[config.mk]
export PLATFORM = sky130hd
export DESIGN_NAME = wcts_queue
export DESIGN_NICKNAME = d
export VERILOG_FILES = /design/src/rtl/core/wcts_pkg.sv /design/src/rtl/core/wcts_queue.sv
export SDC_FILE = /design/constraint.sdc
export NUM_CORES = 1
export LEC_CHECK = 0
export ABC_AREA = 1
export BUFFER_PORTS_ARGS = -buffer_cell sky130_fd_sc_hd__buf_2
export CAP_MARGIN = 20
export CELL_PAD_IN_SITES_DETAIL_PLACEMENT = 1
export CELL_PAD_IN_SITES_GLOBAL_PLACEMENT = 1
export CORE_ASPECT_RATIO = 2
export CORE_UTILIZATION = 37
export DETAILED_ROUTE_END_ITERATION = 12
export MAX_ROUTING_LAYER = met4
export PLACE_DENSITY = 0.8
export SKIP_LAST_GASP = 1
export SYNTH_ARGS = -nofsm -noshare
export SYNTH_HDL_FRONTEND = slang
export SYNTH_SLANG_ARGS = --single-unit
[constraint.sdc]
create_clock -name clk -period 4.6 [get_ports clk]
set_input_delay 0 -clock clk [delete_from_list [all_inputs] [get_ports clk]]
set_output_delay 0 -clock clk [all_outputs]
set_load 0.005 [all_outputs]
[src/rtl/core/wcts_pkg.sv]
// ----------------------------------------------------------------------------
// wcts_pkg: shared types and constants for the wall column texture setup
// Field widths, texture and register codes, and the item record that
// moves from the front end through the queue to the back end.
// ----------------------------------------------------------------------------
package wcts_pkg;

    // Parameter defaults for the top level
    localparam int SCREEN_ROWS_DEFAULT = 480;
    localparam int FRAC_BITS_DEFAULT   = 16;

    // Field widths
    localparam int POS_W     = 24;
    localparam int DIR_W     = 18;
    localparam int DIST_W    = 24;
    localparam int TEX_W     = 13;
    localparam int SEL_W     = 2;
    localparam int COL_W     = 12;
    localparam int WH_W      = 16;
    localparam int LINE_W    = 12;
    localparam int STEP_W    = 28;
    localparam int CFG_IDX_W = 4;

    localparam int TEX_COUNT = 4;
    localparam logic [TEX_W-1:0] TEX_RESET = 13'd64;

    // Entries between front end and back end
    localparam int QUEUE_DEPTH = 2;

    typedef enum logic [SEL_W-1:0] {
        TEX_NORTH = 2'd0,
        TEX_SOUTH = 2'd1,
        TEX_WEST  = 2'd2,
        TEX_EAST  = 2'd3
    } tex_sel_t;

    typedef enum logic [CFG_IDX_W-1:0] {
        REG_NORTH_WIDTH  = 4'd0,
        REG_NORTH_HEIGHT = 4'd1,
        REG_SOUTH_WIDTH  = 4'd2,
        REG_SOUTH_HEIGHT = 4'd3,
        REG_WEST_WIDTH   = 4'd4,
        REG_WEST_HEIGHT  = 4'd5,
        REG_EAST_WIDTH   = 4'd6,
        REG_EAST_HEIGHT  = 4'd7
    } cfg_reg_t;

    // Classified column, ready for the arithmetic
    typedef struct packed {
        tex_sel_t                  sel;
        logic [TEX_W-1:0]          tex_w;
        logic [TEX_W-1:0]          tex_h;
        logic [POS_W-1:0]          pos;
        logic signed [DIR_W-1:0]   dir;
        logic [DIST_W-1:0]         depth;
    } front_item_t;

endpackage

[src/rtl/core/wcts_queue.sv]
// ----------------------------------------------------------------------------
// wcts_queue: short FIFO between front end and back end
// Lets the front end keep taking beats while the back end is stalled.
// Full is known from its own count, so no ready path runs through it.
// ----------------------------------------------------------------------------
module wcts_queue import wcts_pkg::*; (
    input  logic          clk,
    input  logic          rst_n,
    input  logic          push_valid,
    output logic          push_ready,
    input  front_item_t   push_item,
    output logic          pop_valid,
    input  logic          pop,
    output front_item_t   pop_item
);

    localparam int PTR_W = (QUEUE_DEPTH > 1) ? $clog2(QUEUE_DEPTH) : 1;
    localparam int CNT_W = $clog2(QUEUE_DEPTH + 1);
    localparam logic [PTR_W-1:0] LAST_PTR = PTR_W'(QUEUE_DEPTH - 1);
    localparam logic [CNT_W-1:0] FULL_CNT = CNT_W'(QUEUE_DEPTH);

    front_item_t        slot_reg [QUEUE_DEPTH];
    logic [PTR_W-1:0]   wr_ptr_reg, wr_ptr_next;
    logic [PTR_W-1:0]   rd_ptr_reg, rd_ptr_next;
    logic [CNT_W-1:0]   count_reg, count_next;
    logic               do_push;
    logic               do_pop;

    assign push_ready = (count_reg != FULL_CNT);
    assign pop_valid  = (count_reg != '0);
    assign pop_item   = slot_reg[rd_ptr_reg];
    assign do_push    = push_valid && push_ready;
    assign do_pop     = pop && pop_valid;

    // Pointer and fill count update
    always_comb
    begin
        wr_ptr_next = wr_ptr_reg;
        rd_ptr_next = rd_ptr_reg;
        if (do_push)
            wr_ptr_next = (wr_ptr_reg == LAST_PTR) ? '0 : wr_ptr_reg + 1'b1;
        if (do_pop)
            rd_ptr_next = (rd_ptr_reg == LAST_PTR) ? '0 : rd_ptr_reg + 1'b1;
        count_next = count_reg + CNT_W'(do_push) - CNT_W'(do_pop);
    end

    always_ff @(posedge clk or negedge rst_n)
    begin
        if (!rst_n)
        begin
            wr_ptr_reg <= '0;
            rd_ptr_reg <= '0;
            count_reg  <= '0;
        end
        else
        begin
            wr_ptr_reg <= wr_ptr_next;
            rd_ptr_reg <= rd_ptr_next;
            count_reg  <= count_next;
        end
    end

    // Entry storage
    always_ff @(posedge clk)
    begin
        if (do_push)
            slot_reg[wr_ptr_reg] <= push_item;
    end

endmodule

=== Word level (Yosys, flattened, before mapping) ===
Memories as Yosys holds them, arrays and structs flattened.
Index checks and enable logic that the tools add are counted.

* $add $sub $neg: 4
* Multipliers: 0
* Div/mod/pow operators: 0
* Order comparisons: 0
* Equal/unequal tests: 1
* Shifts and indexed selects: 0
* Mux-type cells: 4
* Bitwise logic cells: 0
* Reductions and logical operators: 3

{| class="wikitable"
|+ Operators with widths
! kind !! count
|-
| 1-bit 2-to-1 mux || 4
|-
| 1-bit adder, second input constant || 2
|-
| 2-bit by 1-bit adder with 2-bit output || 1
|-
| 1-bit logical AND || 2
|-
| 2-bit inequality test, second input constant || 1
|-
| 2-bit nonzero test || 1
|-
| 2-bit by 1-bit subtractor with 2-bit output || 1
|}

* Register bits: 4
* Bits in latches: 0
* Bits in writable memories: 188
* Memory bits (read-only): 0
* Output and inout port bits: 96
* Memories: 1

{| class="wikitable"
|+ Memory list
! name !! words !! width !! read ports !! clocked after memory_dff !! write ports !! RTL line !! text
|-
| slot_reg || 2 || 94 || 1 || 0 || 1 || wcts_queue.sv:22 || <nowiki>front_item_t slot_reg [QUEUE_DEPTH];</nowiki>
|}

=== Logic depth before layout (Yosys ltp) ===
* Depth in word-level cells: 4
* Depth in mapped cells: 12
* Gate-level depth less buffers: 12

=== Worst setup path after synthesis ===
Ideal clock, no wire load.

* Path kind: register to register
* From: reg count_reg[1]
* To: mem slot_reg[1][0] in the netlist's numbering (enable)
* Setup time: 0.549 ns
* Data arrival time: 4.590 ns
* Data required time: 4.051 ns
* Path slack: -0.539 ns
* Stages on the path, launching flop included: 4
* Clock period less this slack: 5.139 ns
* Path through: dfrtp_1 nand2_1 nand2_1 nor2_1

* Word-level cells in the longest chain between the ends: 4

{| class="wikitable"
|+ Ends and longest elaborated chain
! what !! RTL line !! text
|-
| from (decl) || wcts_queue.sv:25 || <nowiki>logic [CNT_W-1:0] count_reg, count_next;</nowiki>
|-
| from (signal assigned) || wcts_queue.sv:59 || <nowiki>count_reg <= count_next;</nowiki>
|-
| 2-bit inequality test || wcts_queue.sv:29 || <nowiki>assign push_ready = (count_reg != FULL_CNT);</nowiki>
|-
| net push_ready || wcts_queue.sv:10 || <nowiki>output logic push_ready,</nowiki>
|-
| 1-bit logical AND || wcts_queue.sv:32 || <nowiki>assign do_push = push_valid && push_ready;</nowiki>
|-
| 1-bit 2-to-1 mux || wcts_queue.sv:66 || <nowiki>if (do_push)</nowiki>
|-
| 1-bit 2-to-1 mux (implied by the code) || wcts_queue.sv:67 || <nowiki>slot_reg[wr_ptr_reg] <= push_item;</nowiki>
|-
| to (decl) || wcts_queue.sv:22 ||
|}

The timed path passes the listed nets, and every way through them passes these cells.

==> out/metrics.json <==
{
  "timing": {
    "setup_repair_after_global_routing_missed_its_margin": "no",
    "achievable-frequency_mhz": 378.2,
    "worst-slew-pin-transition_ps": 1060,
    "worst_slack_ps": 1956,
    "report.final.slew_viol_count": 0,
    "hold_viol": 0,
    "setup_total_negative_slack_ps": 0,
    "setup_viol": 0,
    "fin_worst_skew_ps": 6.597,
    "final.period_utilization_pct": 57.48,
    "relative_slew_slack_pct": 29.34,
    "final_period_minus_worst_setup_slack_ps": 2644
  },
  "detailed_routing": {
    "post_dr_vias_cell": 4.524,
    "dr.pass1.iters": 6,
    "dr_total_vias": 4922,
    "initialDrtViolationCount": 128,
    "wirelength_mm": 18.87,
    "route.detailed.drc": 0,
    "wl_per_cell_um": 17.34,
    "ant_nets": 0
  },
  "global_routing": {
    "wire_length_of_the_first_global_routing_pass_mm": 27.67,
    "grt_overflow": 0,
    "groute.usage.overall_pct": 19.88,
    "via_count_of_the_first_global_routing_pass": 5375,
    "antenna_found_initial": 2,
    "grt_max_degree": 96
  },
  "setup_path": {
    "critical-path-slowest-cell": "sky130_fd_sc_hd__inv_4",
    "critical-path-top-cell-by-count": "sky130_fd_sc_hd__nand2_1",
    "worst_setup_path_start_kind": "flop",
    "worst_setup_path_end_kind": "output port",
    "critPathMaxStageDelay_ps": 860,
    "worstPathArrival_ps": 2640,
    "cp.buffers_inverters": 2,
    "timing.setup.critical_path_class": "reg -> out",
    "critPathMaxFanout": 95,
    "path_delay_family": "buffers and inverters",
    "timing.critical_path.required_ps": 4600,
    "critical_path.cell_chain": "inv_4 -> nand2_1 -> nand2_1 -> buf_2"
  },
  "die": {
    "floorplan.rows": 71,
    "die_area_mm2": 0.01984,
    "die_w_um": 100.1,
    "core_mm2": 0.01883,
    "ioPinCount": 194,
    "floorplan.initialDensity_pct": 37.82,
    "die_h_um": 198.2
  },
  "synthesis": {
    "yosysUniqueCellTypes": 15,
    "yosysMostFrequentCell": "sky130_fd_sc_hd__nand2_1",
    "synthTopCellsByArea": "sky130_fd_sc_hd__edfxtp_1 79%, sky130_fd_sc_hd__nand2_1 15%, sky130_fd_sc_hd__dfrtp_1 1.4%",
    "synth-warning-count": 0,
    "synthesis.area_mm2": 0.007122,
    "synthDominantCellAreaShare_pct": 79.27,
    "ys_async_sr_fraction_pct": 2.083,
    "number_of_storage_elements_in_the_synthesis_netlist": 192,
    "syn_area_per_cell_um2": 13.62,
    "post_synth_edffs": 188,
    "synth_common_cells": "281 x sky130_fd_sc_hd__nand2_1, 188 x sky130_fd_sc_hd__edfxtp_1, 10 x sky130_fd_sc_hd__nand2_2",
    "synthesis.instances": 523,
    "synth_seq_area_share_pct": 80.67,
    "synth_nets": 622,
    "synth_top_area_cell": "sky130_fd_sc_hd__edfxtp_1",
    "synth-main-ff-cell": "sky130_fd_sc_hd__edfxtp_1"
  },
  "finish": {
    "layout-drive-gt1-share_pct": 28.76,
    "ff_latch_area_mm2": 0.005749,
    "total_area_of_multi_input_combinational_cells_mm2": 0.001192,
    "final_cells": 1088,
    "area.growth.synth_to_final_pct": 39.21,
    "nFillCells": 2033,
    "nNetsFinal": 917,
    "summed_area_of_non_filler_cells_in_the_final_layout_mm2": 0.009915,
    "largest_reg_flops": 188
  },
  "clock_network": {
    "cts.htree.levels": 4,
    "post_cts_hold_buffer_count": 98,
    "clk_latency_ps": 430,
    "clock_tree_from_tritoncts": "done",
    "post_cts_resized": 0,
    "cts_buffers": 17,
    "cts.repair_timing.setup_buffer_count": 0,
    "clk_transition_reported_paths_ps": 70,
    "clock-sinks": 192,
    "cts_root_buffer": "sky130_fd_sc_hd__clkbuf_16",
    "clock_path_buffers": 2
  },
  "placement": {
    "port_buffers": 193,
    "post_dp_cell_area_mm2": 0.008314,
    "place_ws_ps": 2163,
    "place.detailed.hpwl_mm": 11.22,
    "finalWeightedCongestion": 0.7470,
    "cells_after_dpl": 954
  },
  "power": {
    "report.power.total_uw": 5745,
    "leakage_power_uw": 0.004219,
    "irDropWorstVdd_v": 0.0003440,
    "power_density_mw_per_mm2": 579.4
  },
  "job": {
    "maxCapViolCount": 0
  },
  "status": {
    "outcome": "completed"
  },
  "worst_hold_path": {
    "holdCritPathClass": "in -> reg"
  }
}
worst paths after layout:
path                               start              end  slack, ps  depth (start not counted)
min                        push_item[22]  slot_reg[1][22]        290                          2
min in group asynchronous          rst_n       wr_ptr_reg        500                          3
max in group asynchronous          rst_n       rd_ptr_reg       3900                          3
min reg2reg                 count_reg[0]     count_reg[0]        580                          1
max                           rd_ptr_reg     pop_item[74]       1960                          4
max reg2reg                 count_reg[0]  slot_reg[0][56]       2490                          6
final cells by class:
| cell class | count | share of cell area [%] |
|---|---|---|
| inverters | 8 | 0.3281 |
| well taps | 255 | 3.218 |
| clock inverters | 15 | 1.426 |
| flip-flops and latches | 192 | 57.99 |
| clock buffers | 17 | 4.291 |
| repair buffers | 297 | 20.67 |
| multi-input cells | 302 | 12.03 |
| diodes | 2 | 0.05048 |
routing by layer:
| layer | global-route usage [%] | part of all wire [%] | vias up |
|---|---|---|---|
| met4 | 11.81 | 5.0 | 0 |
| met2 | 37.57 | 58 | 168 |
| met5 | - | 0 | - |
| li1 | - | - | 2345 |
| met1 | 17.77 | 34 | 2359 |
| met3 | 3.883 | 3.8 | 50 |
power by group:
group,internal (µW),switching (µW)
registers,2390,187
clock network,795,621
logic,658,1100
total,3840,1910
cells in the final DEF, fill, tap and decap left out:
cell type and instances:
sky130_fd_sc_hd__buf_12 3, sky130_fd_sc_hd__ha_1 1, sky130_fd_sc_hd__inv_6 3, sky130_fd_sc_hd__a21oi_1 1, sky130_fd_sc_hd__dfrtp_1 3, sky130_fd_sc_hd__buf_4 2
sky130_fd_sc_hd__nand3_1 2, sky130_fd_sc_hd__xor2_1 1, sky130_fd_sc_hd__inv_4 1, sky130_fd_sc_hd__o21ai_0 1, sky130_fd_sc_hd__nand2_1 281, sky130_fd_sc_hd__clkinv_4 2
sky130_fd_sc_hd__nor2_4 2, sky130_fd_sc_hd__buf_2 193, sky130_fd_sc_hd__clkinvlp_4 2, sky130_fd_sc_hd__clkbuf_16 17, sky130_fd_sc_hd__inv_1 7, sky130_fd_sc_hd__edfxtp_1 188
sky130_fd_sc_hd__nand2_2 10, sky130_fd_sc_hd__buf_16 1, sky130_fd_sc_hd__bufinv_16 2, sky130_fd_sc_hd__dfrtp_4 1, sky130_fd_sc_hd__clkinv_1 6, sky130_fd_sc_hd__dlygate4sd3_1 98
sky130_fd_sc_hd__diode_2 2, sky130_fd_sc_hd__nor2_1 3
cells by family (layout without fill, tap and decap cells):
group	Yosys count	in the layout	share of synthesized area, %
XOR/XNOR	1	1	0.1230
AO/OA/AOI/OAI	2	2	0.1404
buffers and inverters	29	337	2.794
flip-flops	192	192	80.67
other	0	2	0
adder cells (fa/ha/maj)	1	1	0.1757
AND/OR/NAND/NOR	298	298	16.09
stage by stage:
step	hold WS, ps	util (%)
detailed placement	-183.7	44.15
CTS	259.7	52.37
global placement	-182.3	44.15
floorplan	-295.6	-
global route	275.1	52.64
finish	289.2	52.64
(Power assumes the default switching activity.)
