## config.mk

```make
export PLATFORM = sky130hd
export DESIGN_NAME = wcts_front_flat
export DESIGN_NICKNAME = d
export VERILOG_FILES = /design/src/rtl/core/wcts_pkg.sv /design/src/rtl/core/wcts_if.sv /design/src/rtl/core/wcts_front.sv /design/src/flat_wrapper.sv
export SDC_FILE = /design/constraint.sdc
export NUM_CORES = 1
export LEC_CHECK = 0
export BUFFER_PORTS_ARGS = -buffer_cell sky130_fd_sc_hd__buf_2
export CAP_MARGIN = 20
export CORE_ASPECT_RATIO = 2
export CORE_MARGIN = 2
export CORE_UTILIZATION = 50
export DETAILED_ROUTE_END_ITERATION = 6
export PLACE_DENSITY = 0.79
export REMOVE_ABC_BUFFERS = 1
export SETUP_SLACK_MARGIN = 0.15
export SLEW_MARGIN = 20
export SYNTH_ARGS = -nofsm -noshare
export SYNTH_HDL_FRONTEND = slang
export SYNTH_SLANG_ARGS = --single-unit
```

## constraint.sdc

```tcl
create_clock -name clk -period 4.08 [get_ports clk]
set_input_delay 0.408 -clock clk [delete_from_list [all_inputs] [get_ports clk]]
set_output_delay 0.408 -clock clk [all_outputs]
set_load 0.01 [all_outputs]
```

## src/rtl/core/wcts_pkg.sv

```systemverilog
// ----------------------------------------------------------------------------
// wcts_pkg: shared types and constants for the wall column texture setup
// Field widths, texture and register codes, and the item record that
// moves from the front end through the queue to the back end.
// ----------------------------------------------------------------------------
package wcts_pkg;

    // Parameter defaults for the top level
    localparam int SCREEN_ROWS_DEFAULT = 480;
    localparam int FRAC_BITS_DEFAULT   = 16;

    // Field widths
    localparam int POS_W     = 24;
    localparam int DIR_W     = 18;
    localparam int DIST_W    = 24;
    localparam int TEX_W     = 13;
    localparam int SEL_W     = 2;
    localparam int COL_W     = 12;
    localparam int WH_W      = 16;
    localparam int LINE_W    = 12;
    localparam int STEP_W    = 28;
    localparam int CFG_IDX_W = 4;

    localparam int TEX_COUNT = 4;
    localparam logic [TEX_W-1:0] TEX_RESET = 13'd64;

    // Entries between front end and back end
    localparam int QUEUE_DEPTH = 2;

    typedef enum logic [SEL_W-1:0] {
        TEX_NORTH = 2'd0,
        TEX_SOUTH = 2'd1,
        TEX_WEST  = 2'd2,
        TEX_EAST  = 2'd3
    } tex_sel_t;

    typedef enum logic [CFG_IDX_W-1:0] {
        REG_NORTH_WIDTH  = 4'd0,
        REG_NORTH_HEIGHT = 4'd1,
        REG_SOUTH_WIDTH  = 4'd2,
        REG_SOUTH_HEIGHT = 4'd3,
        REG_WEST_WIDTH   = 4'd4,
        REG_WEST_HEIGHT  = 4'd5,
        REG_EAST_WIDTH   = 4'd6,
        REG_EAST_HEIGHT  = 4'd7
    } cfg_reg_t;

    // Classified column, ready for the arithmetic
    typedef struct packed {
        tex_sel_t                  sel;
        logic [TEX_W-1:0]          tex_w;
        logic [TEX_W-1:0]          tex_h;
        logic [POS_W-1:0]          pos;
        logic signed [DIR_W-1:0]   dir;
        logic [DIST_W-1:0]         depth;
    } front_item_t;

endpackage

```

## src/rtl/core/wcts_if.sv

```systemverilog
// ----------------------------------------------------------------------------
// wcts_if: channel interfaces of the wall column texture setup
// Ray input channel, wall result channel and register write channel,
// each with valid/ready and a source and a sink modport.
// ----------------------------------------------------------------------------
interface wcts_ray_if import wcts_pkg::*; ();
    logic                      valid;
    logic                      ready;
    logic                      hit_horiz;
    logic                      step_x_positive;
    logic                      step_y_positive;
    logic [POS_W-1:0]          player_x;
    logic [POS_W-1:0]          player_y;
    logic signed [DIR_W-1:0]   dir_x;
    logic signed [DIR_W-1:0]   dir_y;
    logic [DIST_W-1:0]         ray_depth;

    modport source (
        output valid, hit_horiz, step_x_positive, step_y_positive,
               player_x, player_y, dir_x, dir_y, ray_depth,
        input  ready
    );
    modport sink (
        input  valid, hit_horiz, step_x_positive, step_y_positive,
               player_x, player_y, dir_x, dir_y, ray_depth,
        output ready
    );
endinterface


interface wcts_cfg_if import wcts_pkg::*; ();
    logic                   valid;
    logic                   ready;
    logic [CFG_IDX_W-1:0]   index;
    logic [TEX_W-1:0]       data;

    modport source (output valid, index, data, input ready);
    modport sink   (input valid, index, data, output ready);
endinterface

```

## src/rtl/core/wcts_front.sv

```systemverilog
// ----------------------------------------------------------------------------
// wcts_front: front end of the wall column texture setup
// Holds the texture size registers, takes ray beats, picks the wall
// texture and the hit axis, and registers the classified column.
// ----------------------------------------------------------------------------
module wcts_front import wcts_pkg::*; (
    input  logic          clk,
    input  logic          rst_n,
    wcts_ray_if.sink      ray,
    wcts_cfg_if.sink      cfg,
    output logic          push_valid,
    input  logic          push_ready,
    output front_item_t   push_item
);

    logic [TEX_W-1:0] width_reg  [TEX_COUNT];
    logic [TEX_W-1:0] height_reg [TEX_COUNT];
    tex_sel_t         sel;
    front_item_t      item_next;
    front_item_t      item_reg;
    logic             valid_reg;

    // Register writes are always taken
    assign cfg.ready = 1'b1;

    always_ff @(posedge clk or negedge rst_n)
    begin
        if (!rst_n)
        begin
            for (int i = 0; i < TEX_COUNT; i++)
            begin
                width_reg[i]  <= TEX_RESET;
                height_reg[i] <= TEX_RESET;
            end
        end
        else if (cfg.valid && cfg.ready)
        begin
            unique case (cfg_reg_t'(cfg.index))
                REG_NORTH_WIDTH:  width_reg[TEX_NORTH]  <= cfg.data;
                REG_NORTH_HEIGHT: height_reg[TEX_NORTH] <= cfg.data;
                REG_SOUTH_WIDTH:  width_reg[TEX_SOUTH]  <= cfg.data;
                REG_SOUTH_HEIGHT: height_reg[TEX_SOUTH] <= cfg.data;
                REG_WEST_WIDTH:   width_reg[TEX_WEST]   <= cfg.data;
                REG_WEST_HEIGHT:  height_reg[TEX_WEST]  <= cfg.data;
                REG_EAST_WIDTH:   width_reg[TEX_EAST]   <= cfg.data;
                REG_EAST_HEIGHT:  height_reg[TEX_EAST]  <= cfg.data;
                default: ;  // unknown index: ignored
            endcase
        end
    end

    // Texture choice: vertical line hit -> east/west, else south/north
    always_comb
    begin
        if (ray.hit_horiz)
            sel = ray.step_y_positive ? TEX_SOUTH : TEX_NORTH;
        else
            sel = ray.step_x_positive ? TEX_EAST : TEX_WEST;
    end

    // Hit axis: vertical line hit runs along y
    always_comb
    begin
        item_next.sel   = sel;
        item_next.tex_w = width_reg[sel];
        item_next.tex_h = height_reg[sel];
        item_next.pos   = ray.hit_horiz ? ray.player_x : ray.player_y;
        item_next.dir   = ray.hit_horiz ? ray.dir_x : ray.dir_y;
        item_next.depth = ray.ray_depth;
    end

    // Single holding stage toward the queue
    assign ray.ready = !valid_reg || push_ready;

    always_ff @(posedge clk or negedge rst_n)
    begin
        if (!rst_n)
            valid_reg <= 1'b0;
        else if (ray.ready)
            valid_reg <= ray.valid;
    end

    always_ff @(posedge clk)
    begin
        if (ray.valid && ray.ready)
            item_reg <= item_next;
    end

    assign push_valid = valid_reg;
    assign push_item  = item_reg;

endmodule

```

## src/flat_wrapper.sv

```systemverilog
// flat-port wrapper written by rule: the top's interface ports become plain ports
module wcts_front_flat import wcts_pkg::*;
  (clk, rst_n, push_valid, push_ready, push_item, ray_valid, ray_hit_horiz, ray_step_x_positive, ray_step_y_positive, ray_player_x, ray_player_y, ray_dir_x, ray_dir_y, ray_ray_depth, ray_ready, cfg_valid, cfg_index, cfg_data, cfg_ready);
  wcts_ray_if ray_i ();
  wcts_cfg_if cfg_i ();
  input  logic clk;
  input  logic rst_n;
  output logic push_valid;
  input  logic push_ready;
  output front_item_t push_item;
  input wire logic [$bits(ray_i.valid)-1:0] ray_valid;
  input wire logic [$bits(ray_i.hit_horiz)-1:0] ray_hit_horiz;
  input wire logic [$bits(ray_i.step_x_positive)-1:0] ray_step_x_positive;
  input wire logic [$bits(ray_i.step_y_positive)-1:0] ray_step_y_positive;
  input wire logic [$bits(ray_i.player_x)-1:0] ray_player_x;
  input wire logic [$bits(ray_i.player_y)-1:0] ray_player_y;
  input wire logic [$bits(ray_i.dir_x)-1:0] ray_dir_x;
  input wire logic [$bits(ray_i.dir_y)-1:0] ray_dir_y;
  input wire logic [$bits(ray_i.ray_depth)-1:0] ray_ray_depth;
  output wire logic [$bits(ray_i.ready)-1:0] ray_ready;
  input wire logic [$bits(cfg_i.valid)-1:0] cfg_valid;
  input wire logic [$bits(cfg_i.index)-1:0] cfg_index;
  input wire logic [$bits(cfg_i.data)-1:0] cfg_data;
  output wire logic [$bits(cfg_i.ready)-1:0] cfg_ready;
  assign ray_i.valid = ray_valid;
  assign ray_i.hit_horiz = ray_hit_horiz;
  assign ray_i.step_x_positive = ray_step_x_positive;
  assign ray_i.step_y_positive = ray_step_y_positive;
  assign ray_i.player_x = ray_player_x;
  assign ray_i.player_y = ray_player_y;
  assign ray_i.dir_x = ray_dir_x;
  assign ray_i.dir_y = ray_dir_y;
  assign ray_i.ray_depth = ray_ray_depth;
  assign ray_ready = ray_i.ready;
  assign cfg_i.valid = cfg_valid;
  assign cfg_i.index = cfg_index;
  assign cfg_i.data = cfg_data;
  assign cfg_ready = cfg_i.ready;
  wcts_front u_core (.clk(clk), .rst_n(rst_n), .ray(ray_i), .cfg(cfg_i), .push_valid(push_valid), .push_ready(push_ready), .push_item(push_item));
endmodule
```

# Word level (Yosys, flattened, before mapping)
# Index checks and enable logic that the tools add are counted.
dict set report word_totals {
  regBits 199
  output_inout_bits 97
  wordCells 47
}
dict set report classes {
  n_lt_le_gt_ge 1
  eq_ne 7
  muxes 11
  n_bitwise 1
  reduce_logical 12
}
# operator n
set op_table {}
lappend op_table {{13-bit binary-select mux with 2-bit select} 2}
lappend op_table {{13-bit two-way mux} 4}
lappend op_table {{24-bit two-way mux} 1}
lappend op_table {{18-bit two-way mux} 1}
lappend op_table {{4-bit by 3-bit == test with 1-bit output (second input constant)} 4}
lappend op_table {{2-bit AND reduction} 8}
lappend op_table {{4-bit by 2-bit == test with 1-bit output (second input constant)} 2}
lappend op_table {{4-bit by 1-bit == test with 1-bit output (second input constant)} 1}
lappend op_table {{4-bit logical NOT} 1}
lappend op_table {{3-bit greater-or-equal comparator (second input constant)} 1}
lappend op_table {{2-bit NOT with 3-bit output} 1}
lappend op_table {{1-bit two-way mux} 2}
lappend op_table {{2-bit two-way mux} 1}
lappend op_table {{1-bit logical AND} 1}
lappend op_table {{1-bit logical NOT} 1}
lappend op_table {{1-bit logical OR} 1}

# Logic depth before layout (Yosys ltp)
dict set report logic_depth {
  depth_word 6
  depth_mapped 5
  depth_no_buf 3
}

# Least setup slack after synthesis
# Ideal clock, no wire load.
dict set report synth_path {
  path_type {input -> register}
  start {input port push_ready}
  end {register u_core.item_reg (netlist bit u_core.push_item[0]), enable pin}
  arrival_time_ps 2803
  required_ps 3616
  slack_ps 813
  path_stages 2
  path_buffers 0
  path_cell_list {nand2b_1 -> and2_1}
}
dict set report synth_via {
  elab_chain_len 2
}
# item line
set synth_lines {}
lappend synth_lines {{start, declared} flat_wrapper.sv:9} ;# input logic push_ready;
lappend synth_lines {{1-bit logical OR} wcts_front.sv:73} ;# assign ray.ready = !valid_reg || push_ready;
lappend synth_lines {{1-bit logical AND} wcts_front.sv:85} ;# if (ray.valid && ray.ready)
lappend synth_lines {{end signal, assigned} wcts_front.sv:86} ;# item_reg <= item_next;
lappend synth_lines {{end, declared} wcts_front.sv:20} ;# front_item_t item_reg;
# Every way passes these cells.
# A chain may end at the register's enable or synchronous reset.

# Worst setup path in the final report
dict set report layout_path {
  start {register u_core.valid_reg, in the netlist u_core.push_valid}
  end {register u_core.item_reg (netlist bit u_core.push_item[37]), enable pin}
}
dict set report layout_via {
  elab_chain_len 3
}
# item line
set layout_lines {}
lappend layout_lines {{start, declared} wcts_front.sv:21} ;# logic valid_reg;
lappend layout_lines {{start signal, assigned} wcts_front.sv:80} ;# valid_reg <= ray.valid;
lappend layout_lines {{1-bit logical NOT} wcts_front.sv:73}
lappend layout_lines {{1-bit logical OR} wcts_front.sv:73}
lappend layout_lines {{1-bit logical AND} wcts_front.sv:85}
# Every way passes these cells.

==> flow_results.xml <==
<?xml version="1.0" encoding="UTF-8"?>
<metrics>
  <group name="run_status">
    <metric name="run_status" unit="">finished, final reports clean</metric>
  </group>
  <group name="pwr">
    <metric name="worst_ir_drop_vdd" unit="mV">0.308</metric>
    <metric name="powerDensity" unit="nW/um^2">487</metric>
    <metric name="total_leakage_power" unit="nW">4.48</metric>
    <metric name="totalPowerFinal" unit="W">0.00494</metric>
  </group>
  <group name="floorplanning">
    <metric name="initial_utilization" unit="%">51.1</metric>
    <metric name="fp-row-count" unit="">66</metric>
    <metric name="i_o_pin_count" unit="">230</metric>
    <metric name="die-area" unit="um^2">17700</metric>
    <metric name="floorplan.die.width" unit="um">95.2</metric>
    <metric name="die_h" unit="um">186</metric>
    <metric name="design.core.area" unit="um^2">16300</metric>
  </group>
  <group name="sta">
    <metric name="worst_pin_slew" unit="ps">985</metric>
    <metric name="fin_crit_sh" unit="%">46.9</metric>
    <metric name="final-hold-violation-count" unit="">0</metric>
    <metric name="tns" unit="ps">0</metric>
    <metric name="max_clock_freq" unit="MHz">522</metric>
    <metric name="final.setup_skew" unit="ps">6.54</metric>
    <metric name="drv_slew" unit="">0</metric>
    <metric name="finalWorstPathRequiredPeriod" unit="ps">1920</metric>
    <metric name="setup_viol" unit="">0</metric>
    <metric name="grt_setup_unrepaired" unit="">false</metric>
    <metric name="relSlewSlack" unit="%">34.4</metric>
  </group>
  <group name="setup_path">
    <metric name="timing.critical_path.from" unit="">u_core.push_valid</metric>
    <metric name="critical_path.cell_chain" unit="">nand2b_1 -&gt; and2_4 -&gt; buf_4</metric>
    <metric name="worst-endpoint-arrival" unit="ps">2010</metric>
    <metric name="worst-endpoint-required" unit="ps">4180</metric>
    <metric name="timing.reg2reg.setup_slack" unit="ps">2160</metric>
    <metric name="crit_path_max_incr_delay" unit="ps">630</metric>
    <metric name="element_type_at_the_critical_path_start" unit="">register</metric>
    <metric name="critical_path.endpoint" unit="">u_core.push_item[37]</metric>
    <metric name="regToRegEndpoint" unit="">u_core.push_item[37]</metric>
    <metric name="timing.rr.start" unit="">u_core.push_valid</metric>
    <metric name="critical-path-slowest-cell" unit="">sky130_fd_sc_hd__and2_4</metric>
    <metric name="cp_max_fo" unit="">56</metric>
    <metric name="worst_setup_ep_type" unit="">register</metric>
    <metric name="crit_type" unit="">reg2reg</metric>
    <metric name="r2r.worst_path.cells" unit="">3</metric>
  </group>
  <group name="grt">
    <metric name="via_count_of_the_first_global_routing_pass" unit="">5256</metric>
    <metric name="total_global_routing_track_utilization" unit="%">19.9</metric>
    <metric name="grt_overflow_total" unit="">0</metric>
    <metric name="global_route_wire_length_before_repair" unit="um">26700</metric>
    <metric name="grt_max_degree" unit="">88</metric>
    <metric name="grt_antenna_before_repair" unit="">0</metric>
  </group>
  <group name="clock_tree">
    <metric name="cts_max_level" unit="">4</metric>
    <metric name="worst_setup_hold_path_clk_slew" unit="ps">70</metric>
    <metric name="clk-insertion-delay-late" unit="ps">420</metric>
    <metric name="clock-sinks" unit="">199</metric>
    <metric name="clk_path_buf_depth" unit="">2</metric>
    <metric name="cts.repair.resized" unit="">0</metric>
    <metric name="post_cts_hold_buffer_count" unit="">0</metric>
    <metric name="post_cts_buffers" unit="">0</metric>
    <metric name="cts_tree" unit="">yes</metric>
    <metric name="cts_inserted_buffers" unit="">17</metric>
    <metric name="ctsRootBufferMaster" unit="">sky130_fd_sc_hd__clkbuf_16</metric>
  </group>
  <group name="placed_design">
    <metric name="place_inst" unit="">903</metric>
    <metric name="post-dp-hpwl" unit="um">12100</metric>
    <metric name="finalWeightedCongestion" unit="">0.771</metric>
    <metric name="postPlaceCellArea" unit="um^2">9570</metric>
    <metric name="port_buffer_count" unit="">228</metric>
  </group>
  <group name="yosys">
    <metric name="synth_enable_flop_cells" unit="">94</metric>
    <metric name="synthDominantCellAreaShare" unit="%">34.0</metric>
    <metric name="syn-mean-instance-area" unit="um^2">16.8</metric>
    <metric name="yosys_warning_count" unit="">0</metric>
    <metric name="syn-instance-count" unit="">496</metric>
    <metric name="dominantRegCellSynth" unit="">sky130_fd_sc_hd__dfrtp_1</metric>
    <metric name="synth_async_sr_flop_share" unit="%">52.8</metric>
    <metric name="post-synth-top-area-cell" unit="">sky130_fd_sc_hd__edfxtp_1</metric>
    <metric name="seq_area_frac_synth" unit="%">65.7</metric>
    <metric name="ys_seq_elements" unit="">199</metric>
    <metric name="synthesis.area" unit="um^2">8310</metric>
    <metric name="synth_top_cells_by_area" unit="">sky130_fd_sc_hd__edfxtp_1 34%, sky130_fd_sc_hd__dfrtp_1 29%, sky130_fd_sc_hd__mux2_2 16%</metric>
    <metric name="synth.distinct_cells" unit="">27</metric>
  </group>
  <group name="cells_and_area">
    <metric name="antennaDiodeCount" unit="">0</metric>
    <metric name="fin_cells" unit="">935</metric>
    <metric name="largest_reg_flops" unit="">94</metric>
    <metric name="num-nets-final" unit="">851</metric>
    <metric name="synthToLayoutAreaGrowth" unit="%">22.1</metric>
    <metric name="drive_gt1_share" unit="%">58.1</metric>
    <metric name="post-route-cell-area" unit="um^2">10100</metric>
    <metric name="mostFrequentLayoutCells" unit="">226 x sky130_fd_sc_hd__buf_2, 116 x sky130_fd_sc_hd__mux2_2, 97 x sky130_fd_sc_hd__dfrtp_1</metric>
    <metric name="most_common_library_cell_in_the_layout_ignoring_fill_and_taps" unit="">sky130_fd_sc_hd__buf_2</metric>
  </group>
  <group name="detailed_routing">
    <metric name="number_of_vias_per_cell_after_detailed_routing" unit="">5.34</metric>
    <metric name="drt_pass1_iterations" unit="">5</metric>
    <metric name="finalWirelength" unit="um">17600</metric>
    <metric name="total_drc_errors_in_the_routed_layout" unit="">0</metric>
    <metric name="drt-initial-drc-count" unit="">147</metric>
    <metric name="avgRoutedWirePerCell" unit="um">18.9</metric>
    <metric name="route.vias.total" unit="">4996</metric>
    <metric name="antenna_violating_nets_post_route" unit="">0</metric>
  </group>
  <group name="worst_hold_path">
    <metric name="hold_path_class" unit="">in2async</metric>
  </group>
  <group name="job">
    <metric name="drv_cap" unit="">0</metric>
  </group>
</metrics>
-- critical path: cells and delay by family, from the launching register on --
kind                   cells  cell delay, ps
AND/OR/NAND/NOR            2             750
flip-flops                 1             380
buffers and inverters      1             420
-- stage by stage --
stage | utilization [%] | worst slack [ps] | hold WS (ps)
2_1_floorplan | - | 813 | 112
3_3_place_gp | 58.8 | 1920 | 476
3_5_place_dp | 58.8 | 1870 | 485
4_1_cts | 62.3 | 2130 | 140
5_1_grt | 62.4 | 2000 | 92.9
6_report | 62.4 | 2160 | 33.7
-- power breakdown --
| part | leakage, nW | internal, W | total [W] | switching (W) |
|---|---|---|---|---|
| clock | 0.283 | 0.000878 | 0.00161 | 0.000727 |
| sequential | 2.17 | 0.00245 | 0.00260 | 0.000149 |
| combinational | 2.03 | 0.000421 | 0.000733 | 0.000312 |
| total | 4.48 | 0.00375 | 0.00494 | 0.00119 |
-- per-layer routing --
| layer | track usage, % | wire (um) |
|---|---|---|
| met1 | 20.5 | 6160 |
| met2 | 36.2 | 9730 |
| met3 | 4.24 | 1120 |
| met4 | 10.3 | 644 |
| met5 | 0 | 0 |
-- cell type report --
cell class | count | area, um^2
tap | 204 | 255
sequential | 199 | 5460
inverter | 1 | 3.75
multi-input combinational | 267 | 2670
clock inverter | 11 | 82.6
fill | 1272 | 6120
timing repair buffer | 232 | 1180
clock buffer | 21 | 493
-- synth_stat cells, types with 6 or more instances --
cell / instances
sky130_fd_sc_hd__mux2i_1: 26
sky130_fd_sc_hd__mux2_2: 116
sky130_fd_sc_hd__nor2b_1: 26
sky130_fd_sc_hd__clkbuf_1: 9
sky130_fd_sc_hd__edfxtp_1: 94
sky130_fd_sc_hd__buf_4: 6
sky130_fd_sc_hd__a21oi_1: 26
sky130_fd_sc_hd__buf_2: 8
sky130_fd_sc_hd__dfstp_2: 8
sky130_fd_sc_hd__mux2_4: 30
sky130_fd_sc_hd__dfrtp_1: 97
sky130_fd_sc_hd__a211oi_1: 26
-- worst min-delay path by stage --
stage,from,end,slack (ps),cells past startpoint
2_1_floorplan,rst_n,u_core.height_reg[0],110,0
3_3_place_gp,u_core.width_reg[42],u_core.width_reg[42],480,1
3_5_place_dp,u_core.width_reg[17],u_core.width_reg[17],480,1
4_1_cts,ray_ray_depth[11],u_core.push_item[11],140,1
5_1_grt,rst_n,u_core.height_reg[25],90,1
6_report,rst_n,u_core.height_reg[23],30,1
-- logic make-up after synthesis --
logic type,after synthesis,share of synthesized area [%]
AO/OA/AOI/OAI,52,3.91
other,1,0.0451
multiplexers,173,24.4
AND/OR/NAND/NOR,41,3.73
flip-flops,199,65.7
buffers and inverters,30,2.21
No activity file was read; power rests on OpenSTA's default activity.
